$ cat config.mk
export PLATFORM = sky130hd
export DESIGN_NAME = lrp_ram
export DESIGN_NICKNAME = d
export VERILOG_FILES = /design/src/rtl/lrp_ram.sv
export SDC_FILE = /design/constraint.sdc
export NUM_CORES = 1
export LEC_CHECK = 0
export BUFFER_PORTS_ARGS = -buffer_cell sky130_fd_sc_hd__buf_2
export CAP_MARGIN = 20
export CORE_MARGIN = 1
export CORE_UTILIZATION = 40
export CTS_CLUSTER_DIAMETER = 40
export DETAILED_ROUTE_END_ITERATION = 6
export GPL_TIMING_DRIVEN = 0
export PLACE_DENSITY = 0.52
export SYNTH_ARGS = -nofsm -noshare
export SYNTH_HDL_FRONTEND = slang
export SYNTH_SLANG_ARGS = --single-unit
$ cat constraint.sdc
create_clock -name clk -period 2.3 [get_ports clk]
set_input_delay 0.23 -clock clk [delete_from_list [all_inputs] [get_ports clk]]
set_output_delay 0.23 -clock clk [all_outputs]
set_load 0.03 [all_outputs]
$ cat src/rtl/lrp_ram.sv
// ----------------------------------------------------------------------------
// lrp_ram
// Simple dual-port RAM, one write and one registered read port.
// ----------------------------------------------------------------------------
module lrp_ram #(
	parameter int DEPTH = 64,
	parameter int WIDTH = 8
) (
	input  logic                     clk,
	input  logic                     we,
	input  logic [$clog2(DEPTH)-1:0] waddr,
	input  logic [WIDTH-1:0]         wdata,
	input  logic                     re,
	input  logic [$clog2(DEPTH)-1:0] raddr,
	output logic [WIDTH-1:0]         rdata
);

	logic [WIDTH-1:0] mem [DEPTH];

	always_ff @(posedge clk) begin
		if (we) begin
			mem[waddr] <= wdata;
		end
	end

	// Read data holds while no read is issued.
	always_ff @(posedge clk) begin
		if (re) begin
			rdata <= mem[raddr];
		end
	end

endmodule

==> impl_metrics.yaml, run 1 <==
sta:
  drv_slew: 0
  maxSlewHeadroom_pct: 32.5
  finalHoldViolCount: 0
  fin_tns_setup_ns: 0
  rsz0062_at_grt: "false"
  total_setup_violations_reported_at_the_end_of_the_flow: 0
  period_share_pct: 97.7
  max_clock_freq_mhz: 445
  timing.clock.skew_ns: 0.0197
  worstMarginPinSlew_ns: 1.01
  finalWorstPathRequiredPeriod_ns: 2.25
route:
  drt-total-wl_um: 51200
  drt-vias-per-instance: 5.58
  detail_route.wl_per_cell_um: 28.9
  first_iter_violations: 853
  drt.antenna.violating_nets: 0
  detailroute.via_count: 9886
  drc: 0
  drt_pass_1_iters: 5
synth:
  yosys_register_bits: 520
  syn-cell-area_um2: 20200
  avgSynthCellArea_um2: 21.5
  postSynthCellCount: 940
  compound_gate_portion_of_the_synthesized_area_pct: 2.06
  count_of_flip_flops_with_a_built_in_enable_after_synthesis: 520
  largest_family_of_logic_cells_by_synthesized_area: "multiplexers"
  synth_simple_gate_area_share_pct: 3.37
  yosysUniqueCellTypes: 39
  post_synth_fa_ha_maj_area_fraction_pct: 0
  yosys-mux-area-fraction_pct: 15.9
  syn-num-nets: 963
  asyncSetResetFlopFracSynth_pct: 0
  yosys_warnings: 0
  ys_seq_area_share_pct: 77.1
  synth_top_flop_cell: "sky130_fd_sc_hd__edfxtp_1"
  synth_xor_area_share_pct: 0
power_and_ir_drop:
  power_density_nw_per_um2: 955
  leakage_nw: 7.48
  report.power.total_mw: 22.7
  vdd_ir_drop_max_v: 0.000465
min_path:
  worst_hold_path_type: "input pin to register"
  timing.hold.worst_endpoint: "mem[2][4]"
  hold_path_depth: 1
  hold_start: "wdata[4]"
critical_path:
  regToRegEndpoint: "rdata[4]"
  r2r_slack_ns: 0.05
  rr_startpoint: "mem[24][4]"
  arrival_ns: 2.53
  worst-path-max-fanout: 1
  path_class: "register to register"
  cp-end-kind: "register"
  reg2reg_depth: 5
  cp_data_required_time_ns: 2.58
  worstSetupStartpointType: "register"
placement:
  dp_cells: 1641
  hpwlAfterDp_um: 33300
  io_buffers: 22
  place_congestion: 0.940
global_routing:
  antenna_violations_before_repair: 3
  grt_max_degree: 65
  grt_remaining_overflow: 0
  grt_pass1_vias: 10200
  global_route.usage.total_pct: 20.8
  grt_first_pass_wirelength_um: 73800
final_layout:
  post_layout_nonfiller_instances: 1771
  area_growth_syn_to_layout_pct: 17.5
  post_route_cells_drive_above_1_share_pct: 29.0
  final_nets: 1066
floorplanning:
  initial_utilization_pct: 40.4
  pin_count: 31
  floorplan.core_area_um2: 50100
  die_w_um: 227
  fp.dieH_um: 227
  die_area_um2: 51500
  total_number_of_placement_rows: 82
flow_run:
  max-cap-violations: 0
cts:
  maximum_count_of_clock_buffers_along_a_single_path: 3
  num_cts_buffers: 70
  cts_tree: "done"
  cts_root_buffer: "sky130_fd_sc_hd__clkbuf_16"
  clock_latency_ns: 0.59
  clkSinkCount: 520
  cts_htree_levels: 3
  cts.hold.buffers_added: 0
  clk_pin_slew_ns: 0.05
status:
  run_status: "completed"
==> cells in the final DEF, fill, tap and decap left out, types with 5 or more instances in the layout <==
cell	synthesis	final
sky130_fd_sc_hd__clkinv_1	0	11
sky130_fd_sc_hd__nor2b_1	14	14
sky130_fd_sc_hd__clkinvlp_4	0	5
sky130_fd_sc_hd__edfxtp_1	520	520
sky130_fd_sc_hd__clkbuf_16	0	71
sky130_fd_sc_hd__o221ai_1	8	8
sky130_fd_sc_hd__mux2i_1	23	23
sky130_fd_sc_hd__mux2_2	13	13
sky130_fd_sc_hd__a221oi_1	6	6
sky130_fd_sc_hd__clkbuf_1	17	22
sky130_fd_sc_hd__mux4_2	126	126
sky130_fd_sc_hd__nor2_1	83	83
sky130_fd_sc_hd__buf_12	2	10
sky130_fd_sc_hd__nor3_1	7	6
sky130_fd_sc_hd__o22ai_1	8	8
sky130_fd_sc_hd__nand2_1	19	19
sky130_fd_sc_hd__bufinv_16	0	12
sky130_fd_sc_hd__inv_6	0	9
sky130_fd_sc_hd__nand3_1	13	12
sky130_fd_sc_hd__buf_2	11	31
sky130_fd_sc_hd__buf_4	13	15
sky130_fd_sc_hd__clkinv_2	0	9
sky130_fd_sc_hd__nand2b_1	7	7
==> synthesized netlist by cell type, types with 7 or more instances <==
cell	instances	share of area, %
sky130_fd_sc_hd__buf_2	11	0.27
sky130_fd_sc_hd__nand2b_1	7	0.22
sky130_fd_sc_hd__nor3_1	7	0.17
sky130_fd_sc_hd__nor2b_1	14	0.43
sky130_fd_sc_hd__nand2_1	19	0.35
sky130_fd_sc_hd__buf_4	13	0.48
sky130_fd_sc_hd__mux2_2	13	0.72
sky130_fd_sc_hd__clkbuf_1	17	0.32
sky130_fd_sc_hd__o22ai_1	8	0.25
sky130_fd_sc_hd__mux2i_1	23	1.1
sky130_fd_sc_hd__o221ai_1	8	0.35
sky130_fd_sc_hd__nand3_1	13	0.32
sky130_fd_sc_hd__edfxtp_1	520	77
sky130_fd_sc_hd__nor2_1	83	1.5
sky130_fd_sc_hd__mux4_2	126	14
==> final cells by class <==
cell class	instances	area [µm²]
multi-input cells	369	4330
repair buffers	32	283
plain buffers	50	325
fillers	4190	26300
flip-flops and latches	520	15600
diodes	1	2.50
clock buffers	79	1810
well taps	672	841
clock inverters	48	581
==> how the worst max path moves through the flow <==
| stage | startpoint | endpoint | slack (ns) | cells after the start |
|---|---|---|---|---|
| 4_1_cts | mem[16][6] | rdata[6] | 0.003 | 5 |
| 2_1_floorplan | raddr[1] | rdata[3] | 0.26 | 7 |
| 5_1_grt | mem[29][4] | rdata[4] | 0.02 | 5 |
| 3_3_place_gp | raddr[1] | rdata[6] | -0.92 | 8 |
| 3_5_place_dp | raddr[1] | rdata[6] | -0.90 | 8 |
| 6_report | mem[24][4] | rdata[4] | 0.05 | 5 |
==> where the power goes <==
part / total [mW] / switching, mW / internal, mW / leakage (nW)
sequential: 10.5 / 0.0204 / 10.5 / 4.69
combinational: 1.11 / 0.712 / 0.397 / 1.64
clock: 11.1 / 4.04 / 7.03 / 1.16
==> critical path, cell delays in order (launching register included) <==
cell and delay (ns):
sky130_fd_sc_hd__edfxtp_1 0.37, sky130_fd_sc_hd__mux4_2 0.46, sky130_fd_sc_hd__mux2_2 0.31, sky130_fd_sc_hd__o221a_2 0.29
sky130_fd_sc_hd__nor3_1 0.30, sky130_fd_sc_hd__o32ai_1 0.22
==> cell families (layout without fill, tap and decap cells) <==
family	after synthesis	after routing
DFF	520	520
and+or+nand+nor	153	153
muxes	162	162
buffers and inverters	51	209
AOI/OAI and AO/OA	54	54
other	0	1
==> what timing repair did <==
| item | in CTS | in global routing |
|---|---|---|
| buffers inserted | 0 | 0 |
| gates resized for setup | 6 | 9 |
| hold endpoints to repair | 0 | 0 |
| endpoints found under the setup margin | 7 | 4 |
==> sequential cells by signal (all words and copies together), names as in the netlist <==
name / count
mem: 512
rdata: 8
==> metal layers <==
metal  share of wire [%]  vias up  global-route usage (%)
met4                 3.1        4                    8.31
met5               0.055        -                       0
met2                  46      312                    30.7
met1                  46     5310                    30.5
li1                    -     4172                       -
met3                 5.4       88                    3.88
==> through the flow <==
step	instance area, µm²	util [%]	setup WS, ns	hold slack, ns
4_1_cts	23700	47.4	0.00260	0.0115
3_5_place_dp	21300	42.6	-0.895	0.642
5_1_grt	23800	47.5	0.0217	0.0306
6_report	23800	47.5	0.0524	0.0407
3_3_place_gp	21200	42.3	-0.921	0.651
2_1_floorplan	20200	-	0.264	0.329
(Power assumes the default switching activity.)
==> inputs of run 2 (changes only) <==
--- a/config.mk
+++ b/config.mk
@@ -13,6 +13,7 @@
 export DETAILED_ROUTE_END_ITERATION = 6
 export GPL_TIMING_DRIVEN = 0
 export PLACE_DENSITY = 0.52
+export REMOVE_ABC_BUFFERS = 1
 export SYNTH_ARGS = -nofsm -noshare
 export SYNTH_HDL_FRONTEND = slang
 export SYNTH_SLANG_ARGS = --single-unit
==> constraint.sdc (replaced) <==
create_clock -name clk -period 2.3 [get_ports clk]
set_input_delay 0.46 -clock clk [delete_from_list [all_inputs] [get_ports clk]]
set_output_delay 0.46 -clock clk [all_outputs]
set_load 0.03 [all_outputs]
==> run 2 against run 1 <==
Against the previous run: sequential share of layout area grew 0.20 points; combinational power is essentially flat; register-to-register slack is essentially flat; clock skew grew 0.0025 ns; core utilization shrank 0.14 points; sequential cell count is the same; die area is the same; setup slack lost 0.014 ns.
==> impl_metrics.yaml, run 2 (same netlist as run 1, synthesis figures left out) <==
status:
  run_status: "completed"
placement:
  hpwlAfterDp_um: 27100
  place_congestion: 0.733
  dp_cells: 1602
  io_buffers: 30
  placed_cell_area_um2: 21200
sta:
  timing.clock.skew_ns: 0.0223
  finalWorstPathRequiredPeriod_ns: 2.26
  fin_tns_setup_ns: 0
  worstMarginPinSlew_ns: 1.03
  total_setup_violations_reported_at_the_end_of_the_flow: 0
  max_clock_freq_mhz: 442
  fin_hold_ws_ns: 0.292
  rsz0062_at_grt: "true"
  drv_slew: 0
  finalHoldViolCount: 0
  maxSlewHeadroom_pct: 30.9
  period_share_pct: 98.3
power_and_ir_drop:
  seq_power_share_pct: 48.7
  power_density_nw_per_um2: 912
  vdd_ir_drop_max_v: 0.000449
  power.share.switching_pct: 21.6
  power.internal_mw: 17.0
  psw_mw: 4.67
  report.power.total_mw: 21.6
  leakage_nw: 7.42
  clock_power_share_pct: 46.2
  power.share.combinational_pct: 5.2
global_routing:
  grt_remaining_overflow: 0
  global_route.usage.total_pct: 19.3
  grt_first_pass_wirelength_um: 69000
  grt_max_degree: 65
  grt_pass1_vias: 9747
  antenna_violations_before_repair: 0
floorplanning:
  total_number_of_placement_rows: 82
  floorplan.core_area_um2: 50100
  initial_utilization_pct: 40.4
  pin_count: 31
  die_w_um: 227
  die_area_um2: 51500
  fp.dieH_um: 227
route:
  drc: 0
  wl_met1_um: 21700
  top_layer: "met4"
  drt-total-wl_um: 47800
  drt-vias-per-instance: 5.52
  met2_wirelength_um: 22900
  routed-wl-met3_um: 1860
  detailroute.via_count: 9538
  detail_route.wl_per_cell_um: 27.6
  drt.antenna.violating_nets: 0
  first_iter_violations: 841
  drt_pass_1_iters: 4
final_layout:
  reg.largest.list: "mem x512, rdata x8"
  register_with_the_highest_flop_count: "mem"
  number_of_flip_flops_in_the_largest_register: 512
  final_nets: 1032
  commonest_non_fill_non_tap_cell_in_the_layout: "sky130_fd_sc_hd__edfxtp_1"
  post_route_cells_drive_above_1_share_pct: 29.0
  mostFrequentLayoutCells: "sky130_fd_sc_hd__edfxtp_1 (520), sky130_fd_sc_hd__mux4_2 (126), sky130_fd_sc_hd__nor2_1 (76)"
  diodes: 0
  area_growth_syn_to_layout_pct: 17.1
  post_layout_nonfiller_instances: 1729
  post-route-cell-area_um2: 23700
critical_path:
  reg2reg_depth: 5
  path_class: "register to register"
  cp-end-kind: "register"
  arrival_ns: 2.57
  worstSetupStartpointType: "register"
  worst-path-max-fanout: 1
  cp_data_required_time_ns: 2.61
cts:
  cts_tree: "done"
  clk_pin_slew_ns: 0.06
  num_cts_buffers: 66
  clock_latency_ns: 0.58
  cts_htree_levels: 3
  cts.hold.buffers_added: 0
  clkSinkCount: 520
  maximum_count_of_clock_buffers_along_a_single_path: 3
  cts_root_buffer: "sky130_fd_sc_hd__clkbuf_16"
min_path:
  hold_path_depth: 1
  worst_hold_path_type: "input pin to register"
flow_run:
  max-cap-violations: 0
-- run 2: changes by cell type in the layout (fill, tap and decap cells not counted), sizes merged --
cell / previous run / this run
clkinv: 22 / 18
buf: 62 / 45
bufbuf: 0 / 6
clkbuf: 99 / 82
bufinv: 12 / 3
diode: 1 / 0
-- run 2: worst paths after layout --
path	from	to	slack [ns]
worst min-delay path	re	rdata[1]	0.29
worst min register to register	mem[18][0]	rdata[0]	0.93
worst max-delay path	mem[29][6]	rdata[6]	0.04
worst max register to register	mem[29][6]	rdata[6]	0.04
-- run 2: worst max-delay path, stage by stage (launching register included) --
cell	delay [ns]
sky130_fd_sc_hd__edfxtp_1	0.35
sky130_fd_sc_hd__mux4_2	0.49
sky130_fd_sc_hd__mux2_2	0.32
sky130_fd_sc_hd__o221a_2	0.30
sky130_fd_sc_hd__nor3_2	0.35
sky130_fd_sc_hd__o32ai_2	0.18
-- run 2: layer usage --
metal	vias up	global-route usage [%]
li1	4095	-
met1	5142	27.0
met3	75	3.46
met5	-	0
met4	0	8.03
met2	226	29.8
-- run 2: layout make-up --
cell class,count,area (µm²)
clock buffer,81,1810
clock inverter,35,310
fill,4192,26400
multi-input combinational,369,4400
sequential,520,15600
tap,672,841
timing repair buffer,52,734
-- run 2: metrics by stage --
stage          util, %  worst slack, ns
2_1_floorplan        -            0.339
3_3_place_gp      41.8            -4.46
3_5_place_dp      42.3            -1.41
4_1_cts           47.2          0.00166
5_1_grt           47.4          -0.0341
6_report          47.4           0.0386
-- run 2: timing repair --
item	CTS	global route
pin swaps	0	1
setup buffers	1	0
resized for setup	15	8
gates cloned	6	1
endpoints found under the hold margin	0	0
endpoints found under the setup margin	8	62
-- run 2: power by group through the flow --
| stage | Combinational [mW] | Sequential [mW] | Clock [mW] |
|---|---|---|---|
| 2_1_floorplan | 0.407 | 10.8 | 0 |
| 3_3_place_gp | 1.02 | 10.7 | 0 |
| 3_5_place_dp | 1.03 | 10.7 | 0 |
| 4_1_cts | 1.11 | 10.5 | 10.2 |
| 5_1_grt | 1.19 | 10.5 | 10.5 |
| 6_report | 1.11 | 10.5 | 9.99 |
==> inputs of run 3 (changes only) <==
--- a/config.mk
+++ b/config.mk
@@ -8,12 +8,11 @@
 export BUFFER_PORTS_ARGS = -buffer_cell sky130_fd_sc_hd__buf_2
 export CAP_MARGIN = 20
 export CORE_MARGIN = 1
-export CORE_UTILIZATION = 40
+export CORE_UTILIZATION = 52
 export CTS_CLUSTER_DIAMETER = 40
 export DETAILED_ROUTE_END_ITERATION = 6
 export GPL_TIMING_DRIVEN = 0
-export PLACE_DENSITY = 0.52
-export REMOVE_ABC_BUFFERS = 1
+export PLACE_DENSITY = 0.65
 export SYNTH_ARGS = -nofsm -noshare
 export SYNTH_HDL_FRONTEND = slang
 export SYNTH_SLANG_ARGS = --single-unit
==> run 3 against run 2 <==
Against the previous run: final area fell by 1.3%; total power rose by 0.79%; clock-buffer cell count fell by 11; sequential power barely moved; non-clock buffer count rose by 31; final cell count fell by 7.8%; sequential share of layout area rose by 0.90 points; clock power barely moved.
==> impl_metrics.yaml, run 3 (same netlist as run 1, synthesis figures left out) <==
route:
  first_iter_violations: 1102
  detailroute.via_count: 9983
  detail_route.wl_per_cell_um: 29.9
  drc: 0
  drt_pass_1_iters: 5
  drt-total-wl_um: 47700
  drt.antenna.violating_nets: 0
  drt-vias-per-instance: 6.26
cts:
  clk_pin_slew_ns: 0.06
  cts_tree: "done"
  num_cts_buffers: 60
  clkSinkCount: 520
  cts_post_setup_buffers_inserted: 0
  clock_latency_ns: 0.60
  maximum_count_of_clock_buffers_along_a_single_path: 3
  cts_root_buffer: "sky130_fd_sc_hd__clkbuf_16"
  cts_htree_levels: 2
  cts.hold.buffers_added: 0
power_and_ir_drop:
  power_density_nw_per_um2: 932
  vdd_ir_drop_max_v: 0.000602
  leakage_nw: 7.39
critical_path:
  worst-path-max-fanout: 10
  cp-end-kind: "register"
  path_class: "input pin to register"
  arrival_ns: 2.60
  critical-path-slowest-cell: "sky130_fd_sc_hd__mux4_2"
  critPathMaxStageDelay_ns: 0.56
  path_cells: "buf_6, buf_4, mux4_2, mux4_2, o21ai_1, o41ai_1"
  worstSetupStartpointType: "input pin"
  cp_data_required_time_ns: 2.62
  crit_top_cell: "sky130_fd_sc_hd__mux4_2"
global_routing:
  grt_first_pass_wirelength_um: 69200
  grt_remaining_overflow: 0
  global_route.usage.total_pct: 25.3
  grt_pass1_vias: 9896
  grt_max_degree: 65
  antenna_violations_before_repair: 0
sta:
  fin_tns_setup_ns: 0
  drv_slew: 0
  period_share_pct: 99.2
  rsz0062_at_grt: "false"
  maxSlewHeadroom_pct: 32.2
  total_setup_violations_reported_at_the_end_of_the_flow: 0
  finalWorstPathRequiredPeriod_ns: 2.28
  max_clock_freq_mhz: 439
  timing.clock.skew_ns: 0.0175
  worstMarginPinSlew_ns: 1.01
  finalHoldViolCount: 0
status:
  run_status: "completed"
final_layout:
  diodes: 0
  reg.largest.list: "mem x512, rdata x8"
  area_growth_syn_to_layout_pct: 15.6
  post_route_cells_drive_above_1_share_pct: 28.6
  final_nets: 1057
  post-route-util_pct: 61.5
  register_with_the_highest_flop_count: "mem"
  commonest_non_fill_non_tap_cell_in_the_layout: "sky130_fd_sc_hd__edfxtp_1"
  number_of_flip_flops_in_the_largest_register: 512
  mostFrequentLayoutCells: "sky130_fd_sc_hd__edfxtp_1 (520), sky130_fd_sc_hd__mux4_2 (126), sky130_fd_sc_hd__nor2_1 (83)"
floorplanning:
  pin_count: 31
  die_w_um: 199
  fp.dieH_um: 199
  total_number_of_placement_rows: 71
  initial_utilization_pct: 53.3
  die_area_um2: 39700
  floorplan.core_area_um2: 38000
placement:
  place_congestion: 0.953
  hpwlAfterDp_um: 30300
  io_buffers: 22
flow_run:
  max-cap-violations: 0
min_path:
  worst_hold_path_type: "input pin to register"
## run 3: cell types whose count changed in the layout (fill, tap and decap cells not counted), sizes merged
cell / before / now
clkbuf: 82 / 87
inv: 9 / 7
bufinv: 3 / 13
buf: 45 / 66
clkinvlp: 5 / 3
bufbuf: 6 / 0
## run 3: layout make-up
class | instances | area, µm²
sequential | 520 | 15600
multi-input combinational | 369 | 4350
timing repair buffer | 32 | 285
fill | 2705 | 14600
clock inverter | 41 | 579
buffer | 51 | 369
tap | 511 | 639
clock buffer | 70 | 1560
## run 3: worst paths after layout
check         endpoint  cells after the start       start  slack (ns)
min          mem[0][6]                      1    wdata[6]        0.18
min reg2reg   rdata[7]                      4   mem[4][7]        1.01
max reg2reg   rdata[4]                      5  mem[29][4]        0.09
max           rdata[5]                      6    raddr[0]        0.02
## run 3: metal layers
layer / track usage (%) / share of wire, %
met1: 37.2 / 43
met2: 38.5 / 46
met3: 5.13 / 8.6
met4: 7.69 / 2.5
met5: 0 / 0
## run 3: per-stage QoR
step           instance area (µm²)  total power [mW]  hold WS (ns)  std cells  worst slack [ns]
2_1_floorplan                20200              11.3         0.559        940            0.0337
3_3_place_gp                 21000              11.8         0.864       1473             -1.09
3_5_place_dp                 21100              11.8         0.869       1478             -1.14
4_1_cts                      23200              21.9         0.239       1589            0.0134
5_1_grt                      23400              22.3         0.173       1594           0.00677
6_report                     23400              21.8         0.181       1594            0.0195
## run 3: repair_timing
action / 4_1_cts / 5_1_grt
pin swaps: 0 / 0
endpoints found under the setup margin: 8 / 8
resized for setup: 19 / 14
## run 3: power breakdown
part,leakage [nW],total [mW],internal [mW],switching (mW)
logic,1.67,1.11,0.406,0.706
clock network,1.04,10.2,6.35,3.81
registers,4.69,10.5,10.5,0.0162
total,7.39,21.8,17.3,4.53
## run 3: worst max-delay path, delay by kind of cell
family                 cells  cell delay, ns
multiplexers               2            1.08
buffers and inverters      2            0.51
AO/OA/AOI/OAI              2            0.53
